==> src/hw/rtl/ets_pkg.sv <==
package ets_pkg;

  // defaults for the top-level parameters
  localparam int MIN_LEN_DEF      = 60;
  localparam int BUCKET_WIDTH_DEF = 91;
  localparam int NUM_BUCKETS_DEF  = 16;

  localparam int NUM_CLASSES = 6;
  localparam int CLASS_AW    = 3;

  localparam logic [47:0] BCAST_MAC = '1;
  localparam logic [15:0] ETYPE_IP  = 16'h0800;
  localparam logic [15:0] ETYPE_ARP = 16'h0806;

  localparam logic [7:0] PROTO_NUM_ND   = 8'd77;
  localparam logic [7:0] PROTO_NUM_UDP  = 8'd17;
  localparam logic [7:0] PROTO_NUM_TCP  = 8'd6;
  localparam logic [7:0] PROTO_NUM_ICMP = 8'd1;

  // counter read map
  localparam logic [4:0] IDX_PACKETS    = 5'd0;
  localparam logic [4:0] IDX_BYTES      = 5'd1;
  localparam logic [4:0] IDX_BCAST      = 5'd2;
  localparam logic [4:0] IDX_PROTO_BASE = 5'd3;
  localparam logic [4:0] IDX_HIST_BASE  = 5'd9;

  localparam logic MODE_PACKET = 1'b0;
  localparam logic MODE_READ   = 1'b1;
  localparam logic KIND_LOSS   = 1'b1;

  typedef enum logic [2:0] {
    OUT_COUNTED  = 3'd0,
    OUT_SKIPPED  = 3'd1,
    OUT_RUNT     = 3'd2,
    OUT_FILTERED = 3'd3,
    OUT_READ     = 3'd4
  } outcome_t;

  typedef enum logic [2:0] {
    PC_ND    = 3'd0,
    PC_UDP   = 3'd1,
    PC_TCP   = 3'd2,
    PC_ICMP  = 3'd3,
    PC_ARP   = 3'd4,
    PC_OTHER = 3'd5
  } pclass_t;

  typedef enum logic [2:0] {
    RS_PACKETS = 3'd0,
    RS_BYTES   = 3'd1,
    RS_BCAST   = 3'd2,
    RS_PROTO   = 3'd3,
    RS_HIST    = 3'd4,
    RS_ZERO    = 3'd5
  } rsel_t;

  typedef enum logic [2:0] {
    CFG_SRC_VAL    = 3'd0,
    CFG_SRC_MASK   = 3'd1,
    CFG_DST_VAL    = 3'd2,
    CFG_DST_MASK   = 3'd3,
    CFG_PROTO_VAL  = 3'd4,
    CFG_PROTO_MASK = 3'd5,
    CFG_LEN_LOW    = 3'd6,
    CFG_LEN_HIGH   = 3'd7
  } cfg_idx_t;

  typedef struct packed {
    logic [31:0] src_val;
    logic [31:0] src_mask;
    logic [31:0] dst_val;
    logic [31:0] dst_mask;
    logic [7:0]  proto_val;
    logic [7:0]  proto_mask;
    logic [10:0] len_low;
    logic [10:0] len_high;
  } cfg_regs_t;

  typedef struct packed {
    outcome_t outcome;
    logic     bcast;
    pclass_t  pclass;
    logic     counted;
  } cls_info_t;

endpackage

==> src/hw/rtl/ets_cfg_regs.sv <==
module ets_cfg_regs
  import ets_pkg::*;
(
  input  logic        clk,
  input  logic        rst_n,
  input  logic        psel,
  input  logic        penable,
  input  logic        pwrite,
  input  logic [4:0]  paddr,
  input  logic [31:0] pwdata,
  output logic [31:0] prdata,
  output logic        pready,
  output cfg_regs_t   cfg
);

  cfg_regs_t cfg_r;
  cfg_idx_t  idx;
  logic      wr_en;

  assign pready = 1'b1;
  assign idx    = cfg_idx_t'(paddr[4:2]);
  assign wr_en  = psel && penable && pwrite;
  assign cfg    = cfg_r;

  always_ff @(posedge clk) begin
    if (!rst_n) begin
      cfg_r <= '0;
    end else if (wr_en) begin
      unique case (idx)
        CFG_SRC_VAL:    cfg_r.src_val    <= pwdata;
        CFG_SRC_MASK:   cfg_r.src_mask   <= pwdata;
        CFG_DST_VAL:    cfg_r.dst_val    <= pwdata;
        CFG_DST_MASK:   cfg_r.dst_mask   <= pwdata;
        CFG_PROTO_VAL:  cfg_r.proto_val  <= pwdata[7:0];
        CFG_PROTO_MASK: cfg_r.proto_mask <= pwdata[7:0];
        CFG_LEN_LOW:    cfg_r.len_low    <= pwdata[10:0];
        CFG_LEN_HIGH:   cfg_r.len_high   <= pwdata[10:0];
        default:        cfg_r            <= cfg_r;
      endcase
    end
  end

  always_comb begin
    unique case (idx)
      CFG_SRC_VAL:    prdata = cfg_r.src_val;
      CFG_SRC_MASK:   prdata = cfg_r.src_mask;
      CFG_DST_VAL:    prdata = cfg_r.dst_val;
      CFG_DST_MASK:   prdata = cfg_r.dst_mask;
      CFG_PROTO_VAL:  prdata = {24'd0, cfg_r.proto_val};
      CFG_PROTO_MASK: prdata = {24'd0, cfg_r.proto_mask};
      CFG_LEN_LOW:    prdata = {21'd0, cfg_r.len_low};
      CFG_LEN_HIGH:   prdata = {21'd0, cfg_r.len_high};
      default:        prdata = '0;
    endcase
  end

endmodule

==> src/hw/rtl/ets_classify.sv <==
module ets_classify
  import ets_pkg::*;
#(
  parameter int MIN_LEN      = MIN_LEN_DEF,
  parameter int BUCKET_WIDTH = BUCKET_WIDTH_DEF,
  parameter int NUM_BUCKETS  = NUM_BUCKETS_DEF,
  parameter int BKT_W        = (NUM_BUCKETS > 1) ? $clog2(NUM_BUCKETS) : 1
)
(
  input  cfg_regs_t         cfg,
  input  logic              mode,
  input  logic              capture_kind,
  input  logic [10:0]       wire_len,
  input  logic [47:0]       dest_mac,
  input  logic [15:0]       frame_type,
  input  logic [7:0]        ip_proto,
  input  logic [31:0]       ip_source,
  input  logic [31:0]       ip_dest,
  input  logic [31:0]       arp_sender_ip,
  input  logic [31:0]       arp_target_ip,
  output cls_info_t         info,
  output logic [BKT_W-1:0]  bucket
);

  logic        is_ip;
  logic        is_arp;
  logic        runt;
  logic        src_ok;
  logic        dst_ok;
  logic        proto_ok;
  logic        len_ok;
  logic [31:0] src_addr;
  logic [31:0] dst_addr;
  pclass_t     pclass;

  assign is_ip  = (frame_type == ETYPE_IP);
  assign is_arp = (frame_type == ETYPE_ARP);
  assign runt   = (32'(wire_len) < 32'(MIN_LEN));

  assign src_addr = is_ip ? ip_source : arp_sender_ip;
  assign dst_addr = is_ip ? ip_dest   : arp_target_ip;

  // a disabled filter passes; address filters fail anything but ip or arp
  assign src_ok = (cfg.src_mask == '0) ||
                  ((is_ip || is_arp) &&
                   ((src_addr & cfg.src_mask) == (cfg.src_val & cfg.src_mask)));
  assign dst_ok = (cfg.dst_mask == '0) ||
                  ((is_ip || is_arp) &&
                   ((dst_addr & cfg.dst_mask) == (cfg.dst_val & cfg.dst_mask)));
  assign proto_ok = (cfg.proto_mask == '0) ||
                    (is_ip && ((ip_proto & cfg.proto_mask) ==
                               (cfg.proto_val & cfg.proto_mask)));
  assign len_ok = (cfg.len_high == '0) ||
                  ((wire_len >= cfg.len_low) && (wire_len <= cfg.len_high));

  always_comb begin
    if (is_arp) begin
      pclass = PC_ARP;
    end else if (is_ip) begin
      case (ip_proto)
        PROTO_NUM_ND:   pclass = PC_ND;
        PROTO_NUM_UDP:  pclass = PC_UDP;
        PROTO_NUM_TCP:  pclass = PC_TCP;
        PROTO_NUM_ICMP: pclass = PC_ICMP;
        default:        pclass = PC_OTHER;
      endcase
    end else begin
      pclass = PC_OTHER;
    end
  end

  // bucket edges are constants, so the division becomes a row of compares;
  // the highest edge reached wins and the last bucket absorbs oversize
  always_comb begin
    bucket = '0;
    for (int k = 1; k < NUM_BUCKETS; k++) begin
      if (32'(wire_len) >= 32'(MIN_LEN + k * BUCKET_WIDTH)) begin
        bucket = BKT_W'(k);
      end
    end
  end

  always_comb begin
    info = '{outcome: OUT_COUNTED, bcast: 1'b0, pclass: PC_ND, counted: 1'b0};
    if (mode == MODE_READ) begin
      info.outcome = OUT_READ;
    end else if (capture_kind == KIND_LOSS) begin
      info.outcome = OUT_SKIPPED;
    end else if (runt) begin
      info.outcome = OUT_RUNT;
    end else if (!(src_ok && dst_ok && proto_ok && len_ok)) begin
      info.outcome = OUT_FILTERED;
    end else begin
      info.outcome = OUT_COUNTED;
      info.counted = 1'b1;
      info.bcast   = (dest_mac == BCAST_MAC);
      info.pclass  = pclass;
    end
  end

endmodule

==> src/hw/rtl/ets_count_ram.sv <==
module ets_count_ram
  import ets_pkg::*;
#(
  parameter int DEPTH = NUM_CLASSES,
  parameter int AW    = CLASS_AW
)
(
  input  logic          clk,
  input  logic          rst_n,
  input  logic          rd_en,
  input  logic [AW-1:0] rd_addr,
  input  logic          upd_en,
  output logic [31:0]   cur_value
);

  logic [31:0]      mem [DEPTH];
  logic [DEPTH-1:0] valid_r;
  logic [31:0]      rd_data_r;
  logic             rd_vld_r;
  logic [AW-1:0]    rd_addr_r;
  logic             last_wr_r;
  logic [AW-1:0]    last_addr_r;
  logic [31:0]      last_data_r;

  // the write of the previous entry lands at the same edge as this read,
  // so a hit on it takes the forwarded value
  always_comb begin
    if (last_wr_r && (last_addr_r == rd_addr_r)) begin
      cur_value = last_data_r;
    end else if (rd_vld_r) begin
      cur_value = rd_data_r;
    end else begin
      cur_value = '0;
    end
  end

  always_ff @(posedge clk) begin
    if (upd_en) begin
      mem[rd_addr_r] <= cur_value + 32'd1;
    end
    if (rd_en) begin
      rd_data_r <= mem[rd_addr];
    end
  end

  always_ff @(posedge clk) begin
    if (rd_en) begin
      rd_addr_r <= rd_addr;
    end
    if (upd_en) begin
      last_addr_r <= rd_addr_r;
      last_data_r <= cur_value + 32'd1;
    end
  end

  always_ff @(posedge clk) begin
    if (!rst_n) begin
      valid_r   <= '0;
      rd_vld_r  <= 1'b0;
      last_wr_r <= 1'b0;
    end else begin
      if (upd_en) begin
        valid_r[rd_addr_r] <= 1'b1;
      end
      if (rd_en) begin
        rd_vld_r <= valid_r[rd_addr];
      end
      // held while the reading item waits, so a stalled item keeps its forward
      if (rd_en || upd_en) begin
        last_wr_r <= upd_en;
      end
    end
  end

`ifndef SYNTHESIS
  a_clear_on_reset: assert property (@(posedge clk) !rst_n |=> (valid_r == '0))
    else $error("count ram valid bits not cleared by reset");

  a_fwd_value: assert property (@(posedge clk) disable iff (!rst_n)
    upd_en |=> (last_wr_r && (last_data_r == $past(cur_value) + 32'd1)))
    else $error("forwarded count does not follow update");

  a_entry_valid: assert property (@(posedge clk) disable iff (!rst_n)
    upd_en |=> valid_r[last_addr_r])
    else $error("updated entry not marked valid");

  a_no_zero_after_write: assert property (@(posedge clk) disable iff (!rst_n)
    (upd_en && rd_en && (rd_addr == rd_addr_r)) |=> (cur_value == last_data_r))
    else $error("read after write to same entry missed forwarding");
`endif

endmodule

==> src/hw/rtl/ethernet_traffic_statistics.sv <==
// ethernet traffic statistics
//
// input channel (in_valid/in_ready): one item per transfer, either a captured
// packet header (in_mode 0) or a counter read (in_mode 1, in_counter_index).
// output channel (out_valid/out_ready): exactly one result per input item, in
// order: outcome, broadcast flag, protocol class, size bucket, read value.
// configuration: apb-style port (psel/penable/pwrite/paddr/pwdata), register
// i at byte address 4*i, pready tied high; write only while the block is idle.
// path: a result is registered in the update stage, then the output register.
// throughput: one item per cycle unless the output stalls; the per-class and
// histogram counts sit in two small synchronous rams read at acceptance and
// written as the item leaves the update stage, with the last write forwarded
// when back-to-back items hit the same entry.
// reset (rst_n low, synchronous): registers and all counters read as zero;
// ram entries carry valid bits cleared at once, so no clearing pass is needed
// and the first item may be taken in the cycle after reset.
// stall: with out_ready low the result stays in the output register, one
// more item waits in the update stage, and then in_ready drops.
module ethernet_traffic_statistics
  import ets_pkg::*;
#(
  parameter int MIN_LEN      = MIN_LEN_DEF,
  parameter int BUCKET_WIDTH = BUCKET_WIDTH_DEF,
  parameter int NUM_BUCKETS  = NUM_BUCKETS_DEF
)
(
  input  logic        clk,
  input  logic        rst_n,
  // configuration port
  input  logic        psel,
  input  logic        penable,
  input  logic        pwrite,
  input  logic [4:0]  paddr,
  input  logic [31:0] pwdata,
  output logic [31:0] prdata,
  output logic        pready,
  // input channel
  input  logic        in_valid,
  output logic        in_ready,
  input  logic        in_mode,
  input  logic        in_capture_kind,
  input  logic [10:0] in_wire_len,
  input  logic [47:0] in_dest_mac,
  input  logic [15:0] in_frame_type,
  input  logic [7:0]  in_ip_proto,
  input  logic [31:0] in_ip_source,
  input  logic [31:0] in_ip_dest,
  input  logic [31:0] in_arp_sender_ip,
  input  logic [31:0] in_arp_target_ip,
  input  logic [4:0]  in_counter_index,
  // result channel
  output logic        out_valid,
  input  logic        out_ready,
  output logic [2:0]  out_outcome,
  output logic        out_is_broadcast,
  output logic [2:0]  out_proto_class,
  output logic [3:0]  out_size_bucket,
  output logic [31:0] out_read_value
);

  localparam int BKT_W = (NUM_BUCKETS > 1) ? $clog2(NUM_BUCKETS) : 1;

  cfg_regs_t        cfg;
  cls_info_t        info;
  logic [BKT_W-1:0] bucket;

  // update stage
  logic             s1_valid_r;
  cls_info_t        s1_info_r;
  logic [BKT_W-1:0] s1_bucket_r;
  logic [10:0]      s1_len_r;
  rsel_t            s1_rsel_r;

  // output register
  logic             out_valid_r;
  outcome_t         out_outcome_r;
  logic             out_bcast_r;
  pclass_t          out_pclass_r;
  logic [3:0]       out_bucket_r;
  logic [31:0]      out_rval_r;

  // scalar counters
  logic [31:0] packet_count_r;
  logic [31:0] byte_count_r;
  logic [31:0] bcast_count_r;

  logic             in_xfer;
  logic             s1_go;
  logic             s1_count;
  rsel_t            rsel;
  logic [4:0]       proto_off;
  logic [4:0]       hist_off;
  logic             proto_hit;
  logic             hist_hit;
  logic [CLASS_AW-1:0] proto_addr;
  logic [BKT_W-1:0] hist_addr;
  logic [31:0]      proto_cur;
  logic [31:0]      hist_cur;
  logic [31:0]      rval;
  logic [31:0]      bucket_ext;

  ets_cfg_regs u_cfg (
    .clk     (clk),
    .rst_n   (rst_n),
    .psel    (psel),
    .penable (penable),
    .pwrite  (pwrite),
    .paddr   (paddr),
    .pwdata  (pwdata),
    .prdata  (prdata),
    .pready  (pready),
    .cfg     (cfg)
  );

  ets_classify #(
    .MIN_LEN      (MIN_LEN),
    .BUCKET_WIDTH (BUCKET_WIDTH),
    .NUM_BUCKETS  (NUM_BUCKETS),
    .BKT_W        (BKT_W)
  ) u_classify (
    .cfg           (cfg),
    .mode          (in_mode),
    .capture_kind  (in_capture_kind),
    .wire_len      (in_wire_len),
    .dest_mac      (in_dest_mac),
    .frame_type    (in_frame_type),
    .ip_proto      (in_ip_proto),
    .ip_source     (in_ip_source),
    .ip_dest       (in_ip_dest),
    .arp_sender_ip (in_arp_sender_ip),
    .arp_target_ip (in_arp_target_ip),
    .info          (info),
    .bucket        (bucket)
  );

  // handshake: the update stage drains whenever the output register frees up
  assign s1_go    = s1_valid_r && (!out_valid_r || out_ready);
  assign in_ready = !s1_valid_r || s1_go;
  assign in_xfer  = in_valid && in_ready;
  assign s1_count = s1_go && s1_info_r.counted;

  // counter read decode
  assign proto_off = in_counter_index - IDX_PROTO_BASE;
  assign hist_off  = in_counter_index - IDX_HIST_BASE;
  assign proto_hit = (in_counter_index >= IDX_PROTO_BASE) &&
                     (32'(proto_off) < 32'(NUM_CLASSES));
  assign hist_hit  = (in_counter_index >= IDX_HIST_BASE) &&
                     (32'(hist_off) < 32'(NUM_BUCKETS));

  always_comb begin
    if (in_mode != MODE_READ) begin
      rsel = RS_ZERO;
    end else if (in_counter_index == IDX_PACKETS) begin
      rsel = RS_PACKETS;
    end else if (in_counter_index == IDX_BYTES) begin
      rsel = RS_BYTES;
    end else if (in_counter_index == IDX_BCAST) begin
      rsel = RS_BCAST;
    end else if (proto_hit) begin
      rsel = RS_PROTO;
    end else if (hist_hit) begin
      rsel = RS_HIST;
    end else begin
      rsel = RS_ZERO;
    end
  end

  // ram addresses: the packet's class and bucket, or the counter being read;
  // out-of-range reads park on entry zero and are never used
  always_comb begin
    if (in_mode == MODE_READ) begin
      proto_addr = proto_hit ? proto_off[CLASS_AW-1:0] : '0;
      hist_addr  = hist_hit  ? BKT_W'(hist_off)        : '0;
    end else begin
      proto_addr = CLASS_AW'(info.pclass);
      hist_addr  = bucket;
    end
  end

  ets_count_ram #(
    .DEPTH (NUM_CLASSES),
    .AW    (CLASS_AW)
  ) u_proto_ram (
    .clk       (clk),
    .rst_n     (rst_n),
    .rd_en     (in_xfer),
    .rd_addr   (proto_addr),
    .upd_en    (s1_count),
    .cur_value (proto_cur)
  );

  ets_count_ram #(
    .DEPTH (NUM_BUCKETS),
    .AW    (BKT_W)
  ) u_hist_ram (
    .clk       (clk),
    .rst_n     (rst_n),
    .rd_en     (in_xfer),
    .rd_addr   (hist_addr),
    .upd_en    (s1_count),
    .cur_value (hist_cur)
  );

  // update stage registers
  always_ff @(posedge clk) begin
    if (!rst_n) begin
      s1_valid_r <= 1'b0;
    end else if (in_xfer) begin
      s1_valid_r <= 1'b1;
    end else if (s1_go) begin
      s1_valid_r <= 1'b0;
    end
  end

  always_ff @(posedge clk) begin
    if (in_xfer) begin
      s1_info_r   <= info;
      s1_bucket_r <= bucket;
      s1_len_r    <= in_wire_len;
      s1_rsel_r   <= rsel;
    end
  end

  // scalar counters, all wrapping at 32 bits
  always_ff @(posedge clk) begin
    if (!rst_n) begin
      packet_count_r <= '0;
      byte_count_r   <= '0;
      bcast_count_r  <= '0;
    end else if (s1_count) begin
      packet_count_r <= packet_count_r + 32'd1;
      byte_count_r   <= byte_count_r + 32'(s1_len_r);
      if (s1_info_r.bcast) begin
        bcast_count_r <= bcast_count_r + 32'd1;
      end
    end
  end

  // read value, taken after every earlier item has updated
  always_comb begin
    case (s1_rsel_r)
      RS_PACKETS: rval = packet_count_r;
      RS_BYTES:   rval = byte_count_r;
      RS_BCAST:   rval = bcast_count_r;
      RS_PROTO:   rval = proto_cur;
      RS_HIST:    rval = hist_cur;
      default:    rval = '0;
    endcase
  end

  assign bucket_ext = s1_info_r.counted ? 32'(s1_bucket_r) : '0;

  // output register
  always_ff @(posedge clk) begin
    if (!rst_n) begin
      out_valid_r <= 1'b0;
    end else if (s1_go) begin
      out_valid_r <= 1'b1;
    end else if (out_ready) begin
      out_valid_r <= 1'b0;
    end
  end

  always_ff @(posedge clk) begin
    if (s1_go) begin
      out_outcome_r <= s1_info_r.outcome;
      out_bcast_r   <= s1_info_r.bcast;
      out_pclass_r  <= s1_info_r.pclass;
      out_bucket_r  <= bucket_ext[3:0];
      out_rval_r    <= rval;
    end
  end

  assign out_valid        = out_valid_r;
  assign out_outcome      = out_outcome_r;
  assign out_is_broadcast = out_bcast_r;
  assign out_proto_class  = out_pclass_r;
  assign out_size_bucket  = out_bucket_r;
  assign out_read_value   = out_rval_r;

endmodule
==> config.mk <==
export PLATFORM = sky130hd
export DESIGN_NAME = ethernet_traffic_statistics
export DESIGN_NICKNAME = d
export VERILOG_FILES = /design/src/hw/rtl/ets_pkg.sv /design/src/hw/rtl/ets_cfg_regs.sv /design/src/hw/rtl/ets_classify.sv /design/src/hw/rtl/ets_count_ram.sv /design/src/hw/rtl/ethernet_traffic_statistics.sv
export SDC_FILE = /design/constraint.sdc
export NUM_CORES = 2
export LEC_CHECK = 0
export BUFFER_PORTS_ARGS = -buffer_cell sky130_fd_sc_hd__clkbuf_2
export CAP_MARGIN = 20
export CELL_PAD_IN_SITES_DETAIL_PLACEMENT = 0
export CELL_PAD_IN_SITES_GLOBAL_PLACEMENT = 1
export CORE_AREA = 2 2 371 373
export DETAILED_ROUTE_END_ITERATION = 16
export DIE_AREA = 0 0 373 375
export PLACE_DENSITY_LB_ADDON = 0.1
export SLEW_MARGIN = 20
export SYNTH_ARGS = -nofsm -noshare
export SYNTH_HDL_FRONTEND = slang
export SYNTH_SLANG_ARGS = --single-unit
==> constraint.sdc <==
create_clock -name clk -period 7 [get_ports clk]
set_input_delay 0.35 -clock clk [delete_from_list [all_inputs] [get_ports clk]]
set_output_delay 0.35 -clock clk [all_outputs]
set_load 0.03 [all_outputs]
# == Word level (Yosys, flattened, before mapping) ==
# Memories as Yosys holds them, arrays and structs flattened. A register that Yosys moved wholly into a read port is not among the register bits.
# Index checks and enable logic that the tools add are counted.
# W data, S select, Z words.
# word_totals
output_inout_bits,78
input_bits,262
reg_bits,436
ramBits,704
wordCells,216
memories,2
# memory_table
memory,words,word_bits,read_ports,rd_clocked_by_memory_dff,wr,line_no,source
u_hist_ram.mem,16,32,1,1,1,ets_count_ram.sv:16,logic [31:0] mem [DEPTH];
u_proto_ram.mem,6,32,1,1,1,ets_count_ram.sv:16,
# classes
addsub,7
eq_ne,25
n_mux,56
n_bitwise,10
n_reduce_logical,50
n_lt_le_gt_ge,28
# ops
operator,n
$pmux W32 S8,1
$mux W32,6
$pmux W32 S5,1
$add A32 B1 Y32 const B,4
$and A32 B32 Y32,4
$ge A11 B10 Y1 const B,6
$eq A32 B32 Y1,2
$logic_not A32 Y1,2
$mux W4,14
$ge A11 B11 Y1 const B,5
$eq A48 B48 Y1 const B,1
$mux W3,14
$add A32 B11 Y32,1
$eq A16 B12 Y1 const B,2
$ge A11 B8 Y1 const B,2
$ge A11 B9 Y1 const B,2
$logic_and A1 B1 Y1,18
$reduce_and A2 Y1,9
$and A8 B8 Y8,2
$or A16 B16 Y16,1
$eq A3 B3 Y1 const B,5
$eq A3 B2 Y1 const B,4
$mux W1,12
$pmux W3 S4,1
40 further kinds,57

# == Depth between registers and ports, before layout ==
# logic_depth
ltp_word,19
mapped_depth,21
ltp_nobuf,15

# == Hierarchy ==
# From an unflattened synthesis, not the netlist that was laid out.
# unflattened
cells_unflattened,4194
area_unflattened_um2,54974.0
# modules_own_cells
mod,n_inst,area_per_inst_um2,seq_area_each_um2,cells_each
ets_count_ram (u_hist_ram),1,23660.2,17897.2,1143
ets_count_ram (u_proto_ram),1,11342.1,8027.7,750
ethernet_traffic_statistics,1,8279.2,4033.9,842
ets_cfg_regs,1,7788.7,3323.2,898
ets_classify,1,3903.7,0.0,561

# == Worst setup path after synthesis ==
# OpenSTA, ideal clock, no wires.
# synth_timing
path_kind,flip-flop to flip-flop
start,"reg out_valid_r, in the netlist out_valid"
end,"mem u_proto_ram.mem[1][0], enable pin"
setup_slack_ns,0.968
required_ns,6.484
n_path_buf,1
t_arrival_ns,5.516
synth_period_minus_slack_ns,6.032
setup_time_ns,0.516
path_stages_with_launch,6
cell_sequence,dfxtp_1 > nand2b_1 > and2_1 > nand2_1 > clkbuf_1 > nor4b_1
# synth_via
elab_chain_len,6
# synth_lines
element,line_no,source
start: declaration,ethernet_traffic_statistics.sv:75,logic out_valid_r;
start signal: assignment,ethernet_traffic_statistics.sv:256,out_valid_r <= 1'b0;
start signal: assignment,ethernet_traffic_statistics.sv:258,out_valid_r <= 1'b1;
start signal: assignment,ethernet_traffic_statistics.sv:260,out_valid_r <= 1'b0;
$logic_not A1 Y1,ethernet_traffic_statistics.sv:137,assign s1_go = s1_valid_r && (!out_valid_r || out_ready);
$logic_or A1 B1 Y1,ethernet_traffic_statistics.sv:137,
$logic_and A1 B1 Y1,ethernet_traffic_statistics.sv:137,
net s1_go,ethernet_traffic_statistics.sv:88,logic s1_go;
$logic_and A1 B1 Y1,ethernet_traffic_statistics.sv:140,assign s1_count = s1_go && s1_info_r.counted;
$mux W1,ets_count_ram.sv:38,if (upd_en) begin
$mux W1 (not written as such),ets_count_ram.sv:39,mem[rd_addr_r] <= cur_value + 32'd1;
end: declaration,ets_count_ram.sv:16,
# The timed path passes the listed nets, and every way through them passes these cells.

# == Worst setup path after layout ==
# layout_timing
start,reg u_hist_ram.rd_addr_r[0]
end,mem u_hist_ram.mem[15][20] (data pin)
# layout_via
elab_chain_len,4
# layout_lines
element,line_no,source
start: declaration,ets_count_ram.sv:20,logic [AW-1:0] rd_addr_r;
start signal: assignment,ets_count_ram.sv:48,rd_addr_r <= rd_addr;
$eq A4 B4 Y1,ets_count_ram.sv:28,if (last_wr_r && (last_addr_r == rd_addr_r)) begin
$logic_and A1 B1 Y1,ets_count_ram.sv:28,
$mux W32,ets_count_ram.sv:28,
$add A32 B1 Y32,ets_count_ram.sv:39,
end: declaration,ets_count_ram.sv:16,
# No other way between the ends.

==> qor.txt <==
final setup fails = 0
die width = 373 um
total power = 16.4 mW
sequential cell area fraction in the yosys report = 61.6%
H-tree depth reported by CTS = 4
Num CTS Buffers = 138
total core area = 136000 um^2
initial antenna violation count = 16
top-area cell type share of the netlist area = 50.9%
Final nets = 5423
Levels on crit path = 14
Total Negative Setup Slacks = 0 ns
ys async rst share = 0%
Placement Setup Slack = 1.66 ns
Final Max Slew Viols = 0
Setup Skew = 0.0282 ns
Post-Syn Instances = 4812
outcome = finished, final reports clean
Initial Util = 39.6%
Global Route Usage Sum = 24.8%
Worst setup SP type = flip-flop
post-synth cell types = 97
row count = 136
EDFF count, synth = 915
setup ws final = 1.92 ns
fin crit period = 5.08 ns
cts repair resizes = 0
Worst EP required = 7.43 ns
PortBufs = 336
PD cells = 262 nW/um^2
post-route ant nets = 0
#FFs+latches synth = 1204
Remaining Overflow, GRT = 0
vias in the first global route = 37746
gp weighted congestion = 0.900
WL final = 176 mm
Cell Area, Synth = 54000 um^2
Die H = 375 um
Synth area leaders = edfxtp_1 (51%), dfxtp_1 (11%), nand2_1 (6.6%)
Die Footprint = 140000 um^2
crit share post-route = 72.5%
HPWL after DPL = 110 mm
Post-synth top cells = nand2_1 (953), edfxtp_1 (915), nand3_1 (339)
CP Cell Sequence = xor2_1 > nor3_2 > and3_2 > buf_4 > a21oi_1 > buf_4 > inv_1 > ha_1 > inv_1 > a2111oi_4 > nand4_1 > or3_1 > or3_1 > xor2_1
Max Buffers Root-to-Sink = 3
Buf/Inv on CP = 4
First-pass DRT Iterations = 5
Critical Path AT = 5.50 ns
Synth Net Count = 5117
WHS Path Cells = 1
IO Pins = 340
largest net degree at the start of global routing = 185
CTS sink cnt = 1204
synthesized area per cell = 11.2 um^2
DR vias/cell = 5.56
CP Max Fanout = 41
Syn. warnings = 0
CTS tree = done
total of max-cap violations = 0
ant diodes = 0
Worst-path clk slew = 0.06 ns
first-pass GRT wire length = 257 mm
Leakage = 22.1 nW
Critical Path End Type = flip-flop
Starting DRT DRC Count = 3447
endpoints failing hold = 0
Remaining DRCs = 0
Reg2Reg Depth = 14
VDD IR max = 0.205 mV
fmax = 197 MHz
largest area contributor in the netlist = edfxtp_1
ys flop type = edfxtp_1
layout cells sized above 1 = 14.5%
Synth-to-Final Area Change = 15.7%
CP max stage delay = 0.82 ns
max_slew headroom = 17.8%
crit path max-delay cell type = xor2_1
most common cell in the netlist = nand2_1
critical path class = reg2reg
pin slew with the least headroom to its limit = 1.22 ns
Top delay family on crit path = simple AND/OR/NAND/NOR gates
clock root cell = clkbuf_16
Hold Crit Class = in2reg
DR vias = 39026
clk_lat worst skew = 0.78 ns
DR WL/cell = 25.1 um
unrepaired setup endpoints after global routing = no
## state kept, by name, summed over array words and instances (netlist names), 11 cells and up
register and count:
u_proto_ram.last_data_r 32, s1_len_r 11, u_hist_ram.mem 512, packet_count_r 32, u_cfg.cfg 166, u_proto_ram.mem 192, out_read_value 32, bcast_count_r 32
u_hist_ram.rd_data_r 32, u_hist_ram.valid_r 16, u_proto_ram.rd_data_r 32, u_hist_ram.last_data_r 32, byte_count_r 32
## power breakdown
| group | internal [mW] | switching, mW | total (mW) | leakage [nW] |
|---|---|---|---|---|
| combinational | 0.447 | 0.971 | 1.42 | 9.23 |
| clock | 4.03 | 2.99 | 7.02 | 2.13 |
| sequential | 7.83 | 0.0874 | 7.92 | 10.8 |
## area by class of cell
cell class | count | area, um^2
Multi-Input combinational cell | 3245 | 19600
Timing Repair Buffer | 456 | 2770
Sequential cell | 1204 | 33300
Clock buffer | 173 | 3710
Inverter | 73 | 297
Fill cell | 12574 | 73800
Clock inverter | 70 | 632
Tap cell | 1794 | 2240
## through the flow
stage / utilization [%] / hold slack (ns) / instance area [um^2] / cells
floorplan: - / 0.400 / 54000 / 4812
global placement: 42.3 / 0.401 / 57700 / 6737
detailed placement: 42.3 / 0.410 / 57700 / 6737
CTS: 45.8 / 0.0125 / 62400 / 7015
global route: 45.9 / 0.0361 / 62500 / 7015
finish: 45.9 / 0.0553 / 62500 / 7015
## routing by layer
| metal | vias up | track usage, % | wire (um) |
|---|---|---|---|
| li1 | 18176 | - | - |
| met2 | 1248 | 39.7 | 82200 |
| met5 | - | 0 | 153 |
| met1 | 19303 | 33.8 | 77300 |
| met3 | 275 | 4.61 | 10800 |
| met4 | 24 | 8.41 | 5690 |
## worst reg2reg max path, stage by stage (launching register included)
cell and delay, ns:
edfxtp_1 0.55, xor2_1 0.21, nor3_2 0.18, and3_2 0.21, buf_4 0.42, a21oi_1 0.15, buf_4 0.22, inv_1 0.08
ha_1 0.18, inv_1 0.10, a2111oi_4 0.45, nand4_1 0.19, or3_1 0.45, or3_1 0.53, xor2_1 0.82
## cell usage in the layout, fill, tap and decap left out, types with 11 or more instances in the layout
cell             n
clkbuf_2       335
edfxtp_1       915
o21ai_0         77
and4_1          14
clkinv_1        22
nor3_1          38
nand3_1        339
and2_1          20
dlygate4sd3_1   35
a21oi_1        311
mux4_2          38
a22o_1          39
dfxtp_1        289
nor4_1          29
nor2b_1         32
o22ai_1         47
buf_4           77
xnor2_1         57
nor2_1         283
nand3b_1        43
a211oi_1        14
or3_1           19
clkinv_2        22
clkbuf_1        25
a311oi_1        71
inv_1           67
a22oi_1         24
nand2b_1        17
and3_1         107
nor3_2          13
nand2_1        953
a31oi_1         43
ha_1            42
mux2i_1        180
clkbuf_16      140
nor2_4          13
nand4_1         56
o2111ai_1       11
xor2_1         156
## path summary, 6_finish.rpt
| check | from | endpoint | slack [ns] |
|---|---|---|---|
| worst max-delay path | u_hist_ram.rd_addr_r[0]$_DFFE_PP_ | u_hist_ram.mem[15][20]$_DFFE_PP_ | 1.92 |
| worst min register to register | s1_info_r[2]$_DFFE_PP_ | out_proto_class[1]$_DFFE_PP_ | 0.42 |
| worst min-delay path | in_wire_len[1] | s1_len_r[1]$_DFFE_PP_ | 0.06 |
| worst max register to register | u_hist_ram.rd_addr_r[0]$_DFFE_PP_ | u_hist_ram.mem[15][20]$_DFFE_PP_ | 1.92 |
## cells by family after synthesis
kind of cell	Yosys count	share of synthesized area (%)
AO/OA/AOI/OAI	722	8.53
XOR/XNOR	231	3.74
adder cells (fa/ha/maj)	43	1.01
buffers and inverters	363	2.88
flip-flops	1204	61.6
multiplexers	224	5.09
other	1	0.00694
AND/OR/NAND/NOR	2024	17.2
## timing repair
action	4_1_cts	5_1_grt
hold endpoints to repair	123	0
hold buffers	35	0
setup buffers	0	0
Power figures use the tool's default switching activity.
